<file path="config.mk">
export PLATFORM = sky130hd
export DESIGN_NAME = packet_delay_hold_queue
export DESIGN_NICKNAME = d
export VERILOG_FILES = /design/src/hw/rtl/pdhq_pkg.sv /design/src/hw/rtl/packet_delay_hold_queue.sv /design/src/hw/rtl/pdhq_fifo.sv /design/src/hw/rtl/pdhq_front.sv /design/src/hw/rtl/pdhq_back.sv
export VERILOG_INCLUDE_DIRS = /design/src /design/src/hw/rtl
export SDC_FILE = /design/constraint.sdc
export NUM_CORES = 2
export LEC_CHECK = 0
export BUFFER_PORTS_ARGS = -buffer_cell sky130_fd_sc_hd__buf_2
export CORE_MARGIN = 4
export CORE_UTILIZATION = 55
export CTS_BUF_LIST = sky130_fd_sc_hd__clkbuf_16
export CTS_CLUSTER_SIZE = 20
export DETAILED_ROUTE_END_ITERATION = 10
export PLACE_DENSITY = 0.71
export SLEW_MARGIN = 20
export SYNTH_ARGS = -nofsm -noshare
export SYNTH_HDL_FRONTEND = slang
export SYNTH_SLANG_ARGS = --single-unit
</file>
<file path="constraint.sdc">
create_clock -name clk -period 7.4 [get_ports clk]
set_input_delay 0.37 -clock clk [delete_from_list [all_inputs] [get_ports clk]]
set_output_delay 0.37 -clock clk [all_outputs]
set_load 0.05 [all_outputs]
</file>
<file path="src/hw/rtl/packet_delay_hold_queue_macros.svh">
// assertion helpers, clocked on clk and disabled while arst_n is low
`ifndef PACKET_DELAY_HOLD_QUEUE_MACROS_SVH
`define PACKET_DELAY_HOLD_QUEUE_MACROS_SVH

// property holds in the same cycle
`define PDHQ_ASSERT(lbl, prop, msg) \
	lbl: assert property (@(posedge clk) disable iff (!arst_n) (prop)) else $error(msg);

// antecedent this cycle implies consequent next cycle
`define PDHQ_ASSERT_NEXT(lbl, ante, cons, msg) \
	lbl: assert property (@(posedge clk) disable iff (!arst_n) (ante) |=> (cons)) \
		else $error(msg);

`endif

</file>
<file path="src/hw/rtl/pdhq_pkg.sv">
package pdhq_pkg;

	localparam int DEPTH          = 32;
	localparam int IDX_W          = $clog2(DEPTH);
	localparam int CNT_W          = $clog2(DEPTH + 1);
	localparam int HOLD_LIMIT_DEF = 31;
	localparam int CMD_FIFO_DEPTH = 2;
	localparam int OUT_FIFO_DEPTH = 2;

	localparam logic [15:0] LAG_RESET    = 16'd200;
	localparam logic [13:0] CHANCE_RESET = 14'd10000;

	typedef enum logic [1:0] {
		REG_LAG      = 2'd0,
		REG_INB_EN   = 2'd1,
		REG_OUTB_EN  = 2'd2,
		REG_CHANCE   = 2'd3
	} reg_index_t;

	typedef enum logic [1:0] {
		ACT_ARRIVE = 2'd0,
		ACT_TICK   = 2'd1,
		ACT_FLUSH  = 2'd2,
		ACT_NONE   = 2'd3
	} action_t;

	typedef enum logic [1:0] {
		KIND_PASS    = 2'd0,
		KIND_RELEASE = 2'd1,
		KIND_FLUSH   = 2'd2,
		KIND_STATUS  = 2'd3
	} kind_t;

	typedef enum logic [2:0] {
		OP_NONE,
		OP_PASS,
		OP_HOLD,
		OP_TICK,
		OP_FLUSH
	} op_t;

	typedef enum logic [3:0] {
		B_IDLE,
		B_PASS,
		B_HOLD_WR,
		B_TICK_RD,
		B_TICK_EV,
		B_TICK_CHK,
		B_STATUS,
		B_FL_RD,
		B_FL_EM
	} back_state_t;

	typedef enum logic [1:0] {
		FLM_ACTION,
		FLM_ARRIVE,
		FLM_TICK
	} flush_mode_t;

	typedef struct packed {
		op_t         op;
		logic [15:0] handle;
		logic [31:0] stamp;
	} cmd_t;

	typedef struct packed {
		logic [15:0] handle;
		logic [31:0] stamp;
	} hold_entry_t;

	typedef struct packed {
		kind_t       kind;
		logic [15:0] handle;
		logic        last;
		logic        sched;
		logic [15:0] wait_ms;
	} result_t;

endpackage

</file>
<file path="src/hw/rtl/packet_delay_hold_queue.sv">
// packet delay hold queue
// input side is a queue: drive action and payload, raise push while full is low;
// the item is taken at that edge. action 0 is a packet arrival, 1 a tick at now_ms,
// 2 a flush, 3 is ignored.
// result side is a queue: while empty is low the oldest result item is on kind,
// out_handle, last, schedule_valid and wait_ms; pop takes it. last marks the final
// item of one input item.
// config: cfg_wr_en writes cfg_data into register cfg_index
// (0 lag_ms, 1 inbound_enable, 2 outbound_enable, 3 chance_hundredths).
// a two-entry command queue sits between the classifier and the sequencer, and a
// two-entry result queue sits behind the sequencer, so each side stalls alone.
// sequencing: a flush reads and emits each held packet in turn, and a tick reads each
// held packet and releases or keeps it; when the kept packets exceed the hold limit the
// tick then flushes them, as an arrival into a full store first flushes the store; the
// held store has a single read and a single write port and each entry takes a read
// state and then a release, keep or flush state.
// when pop stays low the result queue fills and the sequencer waits, then the
// command queue fills and full rises.
// reset empties both queues and the store and loads lag 200, both directions
// enabled and chance 10000.
module packet_delay_hold_queue #(
	parameter int HOLD_LIMIT = pdhq_pkg::HOLD_LIMIT_DEF
) (
	input  logic        clk,
	input  logic        arst_n,
	input  logic        cfg_wr_en,
	input  logic [1:0]  cfg_index,
	input  logic [15:0] cfg_data,
	input  logic        push,
	output logic        full,
	input  logic [1:0]  action,
	input  logic [15:0] packet_handle,
	input  logic        outbound,
	input  logic [31:0] captured_ms,
	input  logic [13:0] random_draw,
	input  logic [31:0] now_ms,
	output logic        empty,
	input  logic        pop,
	output logic [1:0]  kind,
	output logic [15:0] out_handle,
	output logic        last,
	output logic        schedule_valid,
	output logic [15:0] wait_ms
);

	pdhq_pkg::cmd_t    front_cmd;
	pdhq_pkg::cmd_t    back_cmd;
	pdhq_pkg::result_t back_res;
	pdhq_pkg::result_t head_res;
	logic [15:0]       lag;
	logic              cmd_empty;
	logic              cmd_pop;
	logic              res_push;
	logic              res_full;

	pdhq_front u_front (
		.clk           (clk),
		.arst_n        (arst_n),
		.cfg_wr_en     (cfg_wr_en),
		.cfg_index     (cfg_index),
		.cfg_data      (cfg_data),
		.action        (action),
		.packet_handle (packet_handle),
		.outbound      (outbound),
		.captured_ms   (captured_ms),
		.random_draw   (random_draw),
		.now_ms        (now_ms),
		.cmd           (front_cmd),
		.lag_ms        (lag)
	);

	pdhq_fifo #(
		.T     (pdhq_pkg::cmd_t),
		.DEPTH (pdhq_pkg::CMD_FIFO_DEPTH)
	) u_cmd_fifo (
		.clk    (clk),
		.arst_n (arst_n),
		.push   (push),
		.wdata  (front_cmd),
		.full   (full),
		.pop    (cmd_pop),
		.rdata  (back_cmd),
		.empty  (cmd_empty)
	);

	pdhq_back #(
		.HOLD_LIMIT (HOLD_LIMIT)
	) u_back (
		.clk       (clk),
		.arst_n    (arst_n),
		.lag_ms    (lag),
		.cmd_in    (back_cmd),
		.cmd_empty (cmd_empty),
		.cmd_pop   (cmd_pop),
		.out_push  (res_push),
		.out_res   (back_res),
		.out_full  (res_full)
	);

	pdhq_fifo #(
		.T     (pdhq_pkg::result_t),
		.DEPTH (pdhq_pkg::OUT_FIFO_DEPTH)
	) u_res_fifo (
		.clk    (clk),
		.arst_n (arst_n),
		.push   (res_push),
		.wdata  (back_res),
		.full   (res_full),
		.pop    (pop),
		.rdata  (head_res),
		.empty  (empty)
	);

	assign kind           = head_res.kind;
	assign out_handle     = head_res.handle;
	assign last           = head_res.last;
	assign schedule_valid = head_res.sched;
	assign wait_ms        = head_res.wait_ms;

endmodule

</file>
<file path="src/hw/rtl/pdhq_fifo.sv">
module pdhq_fifo #(
	parameter type T     = logic,
	parameter int  DEPTH = 2
) (
	input  logic clk,
	input  logic arst_n,
	input  logic push,
	input  T     wdata,
	output logic full,
	input  logic pop,
	output T     rdata,
	output logic empty
);

	localparam int PW = (DEPTH > 1) ? $clog2(DEPTH) : 1;
	localparam int CW = $clog2(DEPTH + 1);

	T                slots_q [DEPTH];
	logic [PW-1:0]   wr_ptr_q;
	logic [PW-1:0]   rd_ptr_q;
	logic [CW-1:0]   used_q;
	logic            do_push;
	logic            do_pop;

	assign full    = (used_q == CW'(DEPTH));
	assign empty   = (used_q == '0);
	assign do_push = push && !full;
	assign do_pop  = pop && !empty;
	assign rdata   = slots_q[rd_ptr_q];

	always_ff @(posedge clk or negedge arst_n) begin
		if (!arst_n) begin
			wr_ptr_q <= '0;
			rd_ptr_q <= '0;
			used_q   <= '0;
		end else begin
			if (do_push) begin
				wr_ptr_q <= (wr_ptr_q == PW'(DEPTH - 1)) ? '0 : wr_ptr_q + 1'b1;
			end
			if (do_pop) begin
				rd_ptr_q <= (rd_ptr_q == PW'(DEPTH - 1)) ? '0 : rd_ptr_q + 1'b1;
			end
			if (do_push && !do_pop) begin
				used_q <= used_q + 1'b1;
			end else if (do_pop && !do_push) begin
				used_q <= used_q - 1'b1;
			end
		end
	end

	always_ff @(posedge clk) begin
		if (do_push) begin
			slots_q[wr_ptr_q] <= wdata;
		end
	end

endmodule

</file>
<file path="src/hw/rtl/pdhq_front.sv">
module pdhq_front (
	input  logic           clk,
	input  logic           arst_n,
	input  logic           cfg_wr_en,
	input  logic [1:0]     cfg_index,
	input  logic [15:0]    cfg_data,
	input  logic [1:0]     action,
	input  logic [15:0]    packet_handle,
	input  logic           outbound,
	input  logic [31:0]    captured_ms,
	input  logic [13:0]    random_draw,
	input  logic [31:0]    now_ms,
	output pdhq_pkg::cmd_t cmd,
	output logic [15:0]    lag_ms
);

	logic [15:0] lag_q;
	logic        inb_en_q;
	logic        outb_en_q;
	logic [13:0] chance_q;
	logic        dir_en;

	always_ff @(posedge clk or negedge arst_n) begin
		if (!arst_n) begin
			lag_q     <= pdhq_pkg::LAG_RESET;
			inb_en_q  <= 1'b1;
			outb_en_q <= 1'b1;
			chance_q  <= pdhq_pkg::CHANCE_RESET;
		end else if (cfg_wr_en) begin
			case (pdhq_pkg::reg_index_t'(cfg_index))
				pdhq_pkg::REG_LAG:     lag_q     <= cfg_data;
				pdhq_pkg::REG_INB_EN:  inb_en_q  <= cfg_data[0];
				pdhq_pkg::REG_OUTB_EN: outb_en_q <= cfg_data[0];
				pdhq_pkg::REG_CHANCE:  chance_q  <= cfg_data[13:0];
				default: ;
			endcase
		end
	end

	assign lag_ms = lag_q;
	assign dir_en = outbound ? outb_en_q : inb_en_q;

	always_comb begin
		cmd.handle = packet_handle;
		cmd.stamp  = captured_ms;
		case (pdhq_pkg::action_t'(action))
			pdhq_pkg::ACT_ARRIVE: begin
				cmd.op = (dir_en && (random_draw < chance_q)) ? pdhq_pkg::OP_HOLD
					: pdhq_pkg::OP_PASS;
			end
			pdhq_pkg::ACT_TICK: begin
				cmd.op    = pdhq_pkg::OP_TICK;
				cmd.stamp = now_ms;
			end
			pdhq_pkg::ACT_FLUSH: cmd.op = pdhq_pkg::OP_FLUSH;
			default:             cmd.op = pdhq_pkg::OP_NONE;
		endcase
	end

endmodule

</file>
<file path="src/hw/rtl/pdhq_back.sv">
`include "packet_delay_hold_queue_macros.svh"

module pdhq_back #(
	parameter int HOLD_LIMIT = pdhq_pkg::HOLD_LIMIT_DEF
) (
	input  logic              clk,
	input  logic              arst_n,
	input  logic [15:0]       lag_ms,
	input  pdhq_pkg::cmd_t    cmd_in,
	input  logic              cmd_empty,
	output logic              cmd_pop,
	output logic              out_push,
	output pdhq_pkg::result_t out_res,
	input  logic              out_full
);

	localparam int IW = pdhq_pkg::IDX_W;
	localparam int CW = pdhq_pkg::CNT_W;
	localparam logic [CW-1:0] FULL_CNT = CW'(pdhq_pkg::DEPTH);
	localparam logic [6:0]    LIMIT    = 7'(HOLD_LIMIT);

	pdhq_pkg::back_state_t state_q, state_d;
	pdhq_pkg::flush_mode_t flmode_q;
	pdhq_pkg::cmd_t        cmd_q;
	pdhq_pkg::hold_entry_t mem_q [pdhq_pkg::DEPTH];
	pdhq_pkg::hold_entry_t rd_data_q;
	pdhq_pkg::hold_entry_t mem_wdata;

	logic [CW-1:0] count_q;
	logic [CW-1:0] idx_q;
	logic [CW-1:0] keep_q;
	logic [31:0]   nl_q;
	logic [15:0]   best_q;
	logic          have_q;

	logic          mem_we;
	logic [IW-1:0] mem_waddr;
	logic          mem_re;
	logic [IW-1:0] mem_raddr;
	logic [31:0]   past;
	logic [31:0]   rem;
	logic [15:0]   rem_sat;
	logic          overdue;
	logic          at_end;

	// nl_q holds now minus lag, so past is now minus deadline
	assign past    = nl_q - rd_data_q.stamp;
	assign rem     = rd_data_q.stamp - nl_q;
	assign rem_sat = (rem[31:16] != '0) ? 16'hFFFF : rem[15:0];
	assign overdue = (past != '0) && !past[31];
	assign at_end  = ((idx_q + 1'b1) == count_q);

	always_comb begin
		state_d = state_q;
		case (state_q)
			pdhq_pkg::B_IDLE: begin
				if (!cmd_empty) begin
					case (cmd_in.op)
						pdhq_pkg::OP_PASS: state_d = pdhq_pkg::B_PASS;
						pdhq_pkg::OP_HOLD: begin
							state_d = (count_q == FULL_CNT) ? pdhq_pkg::B_FL_RD
								: pdhq_pkg::B_HOLD_WR;
						end
						pdhq_pkg::OP_TICK: begin
							state_d = (count_q == '0) ? pdhq_pkg::B_TICK_CHK
								: pdhq_pkg::B_TICK_RD;
						end
						pdhq_pkg::OP_FLUSH: begin
							state_d = (count_q == '0) ? pdhq_pkg::B_IDLE : pdhq_pkg::B_FL_RD;
						end
						default: state_d = pdhq_pkg::B_IDLE;
					endcase
				end
			end
			pdhq_pkg::B_PASS: begin
				if (!out_full) state_d = pdhq_pkg::B_IDLE;
			end
			pdhq_pkg::B_HOLD_WR: state_d = pdhq_pkg::B_IDLE;
			pdhq_pkg::B_TICK_RD: state_d = pdhq_pkg::B_TICK_EV;
			pdhq_pkg::B_TICK_EV: begin
				if (!(overdue && out_full)) begin
					state_d = at_end ? pdhq_pkg::B_TICK_CHK : pdhq_pkg::B_TICK_RD;
				end
			end
			pdhq_pkg::B_TICK_CHK: begin
				state_d = ({1'b0, keep_q} > LIMIT) ? pdhq_pkg::B_FL_RD : pdhq_pkg::B_STATUS;
			end
			pdhq_pkg::B_STATUS: begin
				if (!out_full) state_d = pdhq_pkg::B_IDLE;
			end
			pdhq_pkg::B_FL_RD: state_d = pdhq_pkg::B_FL_EM;
			pdhq_pkg::B_FL_EM: begin
				if (!out_full) begin
					if (!at_end) begin
						state_d = pdhq_pkg::B_FL_RD;
					end else begin
						case (flmode_q)
							pdhq_pkg::FLM_ARRIVE: state_d = pdhq_pkg::B_HOLD_WR;
							pdhq_pkg::FLM_TICK:   state_d = pdhq_pkg::B_STATUS;
							default:              state_d = pdhq_pkg::B_IDLE;
						endcase
					end
				end
			end
			default: state_d = pdhq_pkg::B_IDLE;
		endcase
	end

	always_comb begin
		cmd_pop   = 1'b0;
		out_push  = 1'b0;
		out_res   = '0;
		mem_we    = 1'b0;
		mem_waddr = count_q[IW-1:0];
		mem_wdata = rd_data_q;
		mem_re    = 1'b0;
		mem_raddr = idx_q[IW-1:0];
		case (state_q)
			pdhq_pkg::B_IDLE: cmd_pop = !cmd_empty;
			pdhq_pkg::B_PASS: begin
				out_push       = !out_full;
				out_res.kind   = pdhq_pkg::KIND_PASS;
				out_res.handle = cmd_q.handle;
				out_res.last   = 1'b1;
			end
			pdhq_pkg::B_HOLD_WR: begin
				mem_we           = 1'b1;
				mem_wdata.handle = cmd_q.handle;
				mem_wdata.stamp  = cmd_q.stamp;
			end
			pdhq_pkg::B_TICK_RD: mem_re = 1'b1;
			pdhq_pkg::B_TICK_EV: begin
				if (overdue) begin
					out_push       = !out_full;
					out_res.kind   = pdhq_pkg::KIND_RELEASE;
					out_res.handle = rd_data_q.handle;
				end else begin
					mem_we    = 1'b1;
					mem_waddr = keep_q[IW-1:0];
				end
			end
			pdhq_pkg::B_STATUS: begin
				out_push        = !out_full;
				out_res.kind    = pdhq_pkg::KIND_STATUS;
				out_res.last    = 1'b1;
				out_res.sched   = have_q;
				out_res.wait_ms = have_q ? best_q : '0;
			end
			pdhq_pkg::B_FL_RD: mem_re = 1'b1;
			pdhq_pkg::B_FL_EM: begin
				out_push       = !out_full;
				out_res.kind   = pdhq_pkg::KIND_FLUSH;
				out_res.handle = rd_data_q.handle;
				out_res.last   = at_end && (flmode_q != pdhq_pkg::FLM_TICK);
			end
			default: ;
		endcase
	end

	always_ff @(posedge clk or negedge arst_n) begin
		if (!arst_n) begin
			state_q  <= pdhq_pkg::B_IDLE;
			flmode_q <= pdhq_pkg::FLM_ACTION;
			count_q  <= '0;
			idx_q    <= '0;
			keep_q   <= '0;
			have_q   <= 1'b0;
			best_q   <= '0;
		end else begin
			state_q <= state_d;
			case (state_q)
				pdhq_pkg::B_IDLE: begin
					idx_q    <= '0;
					keep_q   <= '0;
					have_q   <= 1'b0;
					best_q   <= '0;
					flmode_q <= (cmd_in.op == pdhq_pkg::OP_HOLD) ? pdhq_pkg::FLM_ARRIVE
						: pdhq_pkg::FLM_ACTION;
				end
				pdhq_pkg::B_HOLD_WR: count_q <= count_q + 1'b1;
				pdhq_pkg::B_TICK_EV: begin
					if (!overdue) begin
						keep_q <= keep_q + 1'b1;
						have_q <= 1'b1;
						if (!have_q || (rem_sat < best_q)) best_q <= rem_sat;
					end
					if (!(overdue && out_full)) idx_q <= idx_q + 1'b1;
				end
				pdhq_pkg::B_TICK_CHK: begin
					count_q  <= keep_q;
					idx_q    <= '0;
					flmode_q <= pdhq_pkg::FLM_TICK;
					if ({1'b0, keep_q} > LIMIT) begin
						have_q <= 1'b0;
						best_q <= '0;
					end
				end
				pdhq_pkg::B_FL_EM: begin
					if (!out_full) begin
						idx_q <= idx_q + 1'b1;
						if (at_end) count_q <= '0;
					end
				end
				default: ;
			endcase
		end
	end

	always_ff @(posedge clk) begin
		if (state_q == pdhq_pkg::B_IDLE && !cmd_empty) begin
			cmd_q <= cmd_in;
			nl_q  <= cmd_in.stamp - {16'b0, lag_ms};
		end
	end

	always_ff @(posedge clk) begin
		if (mem_we) mem_q[mem_waddr] <= mem_wdata;
	end

	always_ff @(posedge clk) begin
		if (mem_re) rd_data_q <= mem_q[mem_raddr];
	end

	`PDHQ_ASSERT(a_count_range, count_q <= FULL_CNT, "held count above store depth")
	`PDHQ_ASSERT(a_hold_room, (state_q != pdhq_pkg::B_HOLD_WR) || (count_q < FULL_CNT),
		"hold write into full store")
	`PDHQ_ASSERT(a_keep_le_idx, (state_q != pdhq_pkg::B_TICK_EV) || (keep_q <= idx_q),
		"compaction write ahead of read")
	`PDHQ_ASSERT(a_push_room, !out_push || !out_full, "result push into full queue")
	`PDHQ_ASSERT_NEXT(a_status_done, (state_q == pdhq_pkg::B_STATUS) && !out_full,
		state_q == pdhq_pkg::B_IDLE, "tick status did not end the item")

endmodule

</file>
==> metrics.csv <==
metric,value,unit
status,completed,
setup_viol,0,
cts-resized-gates,0,
die-height,388,um
cts_tree,done,
worstPathArrival,7.22,ns
post_synth.cell_area_avg,19.1,sq um
num_vias,42600,
die_area,151000,sq um
place.gp.congestion,0.927,
pwr_density_cell,364,nW/um^2
syn_to_final_growth,14.9,%
design_area,91400,sq um
ant_nets,0,
cp_slowest_cell,nor4b_1,
yosys.area.top_type,edfxtp_1,
rsz0062_at_grt,no,
stdcell_count,6614,
hold_class,input port to flip-flop,
drv_slew,0,
io_pins,158,
synth_cells,4160,
placed_cell_area,84100,sq um
via_per_inst,6.44,
synth_area_leaders,"edfxtp_1 (69%), mux4_2 (14%), mux2_2 (2.5%)",
cp-start-kind,flip-flop,
wl_per_cell,31.6,um
worstMarginPinSlew,1.07,ns
crit_fanout,16,
synth-main-ff-cell,edfxtp_1,
core,144000,sq um
drc,0,
holdBufCountCts,107,
synth_commonest_cells,"edfxtp_1 (1,838), mux4_2 (481), nand2_1 (214)",
synth_area,79600,sq um
fp.dieW,388,um
synthDominantCellAreaShare,0.694,
finalCriticalPeriod,6.51,ns
fin_crit_sh,0.880,
fmax,0.154,GHz
tns,0,ns
cts_inserted_buffers,187,
ys_seq_area_frac,0.719,
clock-sinks,1919,
path_class,flip-flop to flip-flop,
max_cap_viol_count,0,
drtIter0Drc,5521,
cp-end-kind,flip-flop,
crit_path_frequent_cell,o21ai_0,
synth_edf_count,1838,
clock_path_buffers,3,
finalNetCount,4787,
yosys_register_bits,1919,
post-place-cells,6157,
yosys_warnings,0,
async_flop_share,0.0422,
hold_violations,0,
skew,0.0423,ns
cpPeakStageDelay,0.75,ns
vdd_drop_max,0.272,mV
finalWirelength,209000,um
grt_max_degree,127,
p_leak,0.0301,uW
drive_gt1_frac,0.286,
finalPower,33300,uW
worstPathRequired,8.11,ns
post_cts_buffers,0,
antenna_found_initial,11,
grt-ovfl-total,0,
num_rows,139,
grt_pass1_vias,42400,
crit_buf_inv,3,
clk_latency,0.84,ns
syn_nets,4397,
grt_pass1_wl,304000,um
critical_path.top_delay_family,compound AO/OA/AOI/OAI gates,
synth_cell_types,89,
port_buffers,157,
grtUsageTotal,0.279,
clock-root-buffer,clkbuf_16,
cts.clk_slew.worst_paths,0.06,ns
max_slew_margin,0.286,
dp_hpwl,126000,um
synth_most_common_cell,edfxtp_1,
start_util,0.554,
drtPass1Iterations,6,
ctsHtreeMaxLevel,4,
==> worst paths after layout <==
path	to	cells past startpoint	slack, ns	startpoint
hold / removal	u_cmd_fifo.slots_q[0][48]$_DFFE_PP_	4	0.22	outbound
hold reg to reg	u_back.flmode_q[0]$_DFFE_PN0P_	2	0.49	u_back.flmode_q[0]$_DFFE_PN0P_
setup reg to reg	u_back.best_q[2]$_DFFE_PN0P_	27	0.89	u_back.rd_data_q[0]$_DFFE_PP_
min in group asynchronous	u_back.idx_q[1]$_DFFE_PN0P_	3	0.24	arst_n
setup / recovery	u_back.best_q[2]$_DFFE_PN0P_	27	0.89	u_back.rd_data_q[0]$_DFFE_PP_
max in group asynchronous	u_res_fifo.rd_ptr_q$_DFFE_PN0P_	3	6.54	arst_n
==> cells in the final DEF, fill, tap and decap left out, types with 82 or more instances in the layout <==
cell type and instances:
buf_2 156, buf_4 82, dlygate4sd3_1 107, ha_1 114
mux4_2 481, a21oi_1 92, nor2_1 107, mux2_2 177
edfxtp_1 1838, inv_1 197, nand2_1 200, clkbuf_16 190
==> sequential cells by signal (all words and copies together) (netlist names), 2 cells and up <==
signal              count
u_cmd_fifo.slots_q    102
u_back.idx_q            6
u_cmd_fifo.used_q       2
u_front.chance_q       14
u_back.rd_data_q       48
u_back.flmode_q         2
u_back.best_q          16
u_back.count_q          6
u_front.lag_ms         16
u_res_fifo.slots_q     72
u_back.keep_q           6
u_back.nl_q            32
u_back.cmd_q           48
u_back.mem_q         1536
u_res_fifo.used_q       2
u_back.state_q          4
==> through the flow <==
stage                     setup WS [ns]  hold WS [ns]   util
after floorplan                    1.38        0.0744      -
after global placement            0.861         0.198  0.585
after detailed placement          0.953         0.198  0.585
after CTS                         0.886         0.137  0.636
after global routing              0.574         0.232  0.636
final                             0.886         0.218  0.636
==> where the power goes <==
part | switching [uW] | total [uW] | leakage [uW] | internal (uW)
registers | 556 | 14400 | 0.0177 | 13800
logic | 5880 | 9380 | 0.00930 | 3500
clock network | 4110 | 9530 | 0.00316 | 5420
==> logic make-up (layout without fill, tap and decap cells) <==
group                      count (synthesis)  in the layout  synth area share
DFF                                     1919           1919             0.719
muxes                                    701            701             0.167
and+or+nand+nor                          579            579            0.0347
AOI/OAI and AO/OA                        406            406            0.0340
buffers and inverters                    359            906            0.0180
adders and majority gates                117            117            0.0187
xor gates and xnor gates                  79             79           0.00870
other                                      0              4                 0
==> layout make-up <==
type,count,area [sq um]
clock buffers,190,4750
diodes,4,10.0
clock inverters,156,1450
repair buffers,399,3550
multi-input cells,1882,21400
flip-flops and latches,1919,57300
well taps,1903,2380
fillers,9613,52200
inverters,161,606
==> worst reg2reg max path, stage by stage, from the launching register on <==
cell and delay [ns]:
edfxtp_1 0.39, inv_1 0.10, ha_1 0.19, fa_1 0.23
nand2b_1 0.16, a211oi_2 0.11, o31ai_1 0.61, o21ai_0 0.25
a31oi_1 0.38, mux2i_1 0.26, nand4_1 0.16, nor4b_1 0.75
nand2_1 0.23, buf_4 0.22, nor2_1 0.13, inv_1 0.06
ha_1 0.17, a21o_1 0.15, a21o_1 0.16, a21oi_1 0.14
nor2b_1 0.06, o21ai_0 0.14, nand2b_1 0.07, a21oi_1 0.14
nor2b_1 0.05, o21ai_0 0.31, nand3_4 0.34, mux2_1 0.41
==> routing by layer <==
| metal | share of wire | global-route usage | wire (um) |
|---|---|---|---|
| met5 | 0 | 0 | 0 |
| met4 | 0.031 | 0.0873 | 6430 |
| met3 | 0.099 | 0.0551 | 20600 |
| met2 | 0.48 | 0.437 | 99400 |
| met1 | 0.39 | 0.403 | 82500 |
Power figures use the tool's default switching activity.
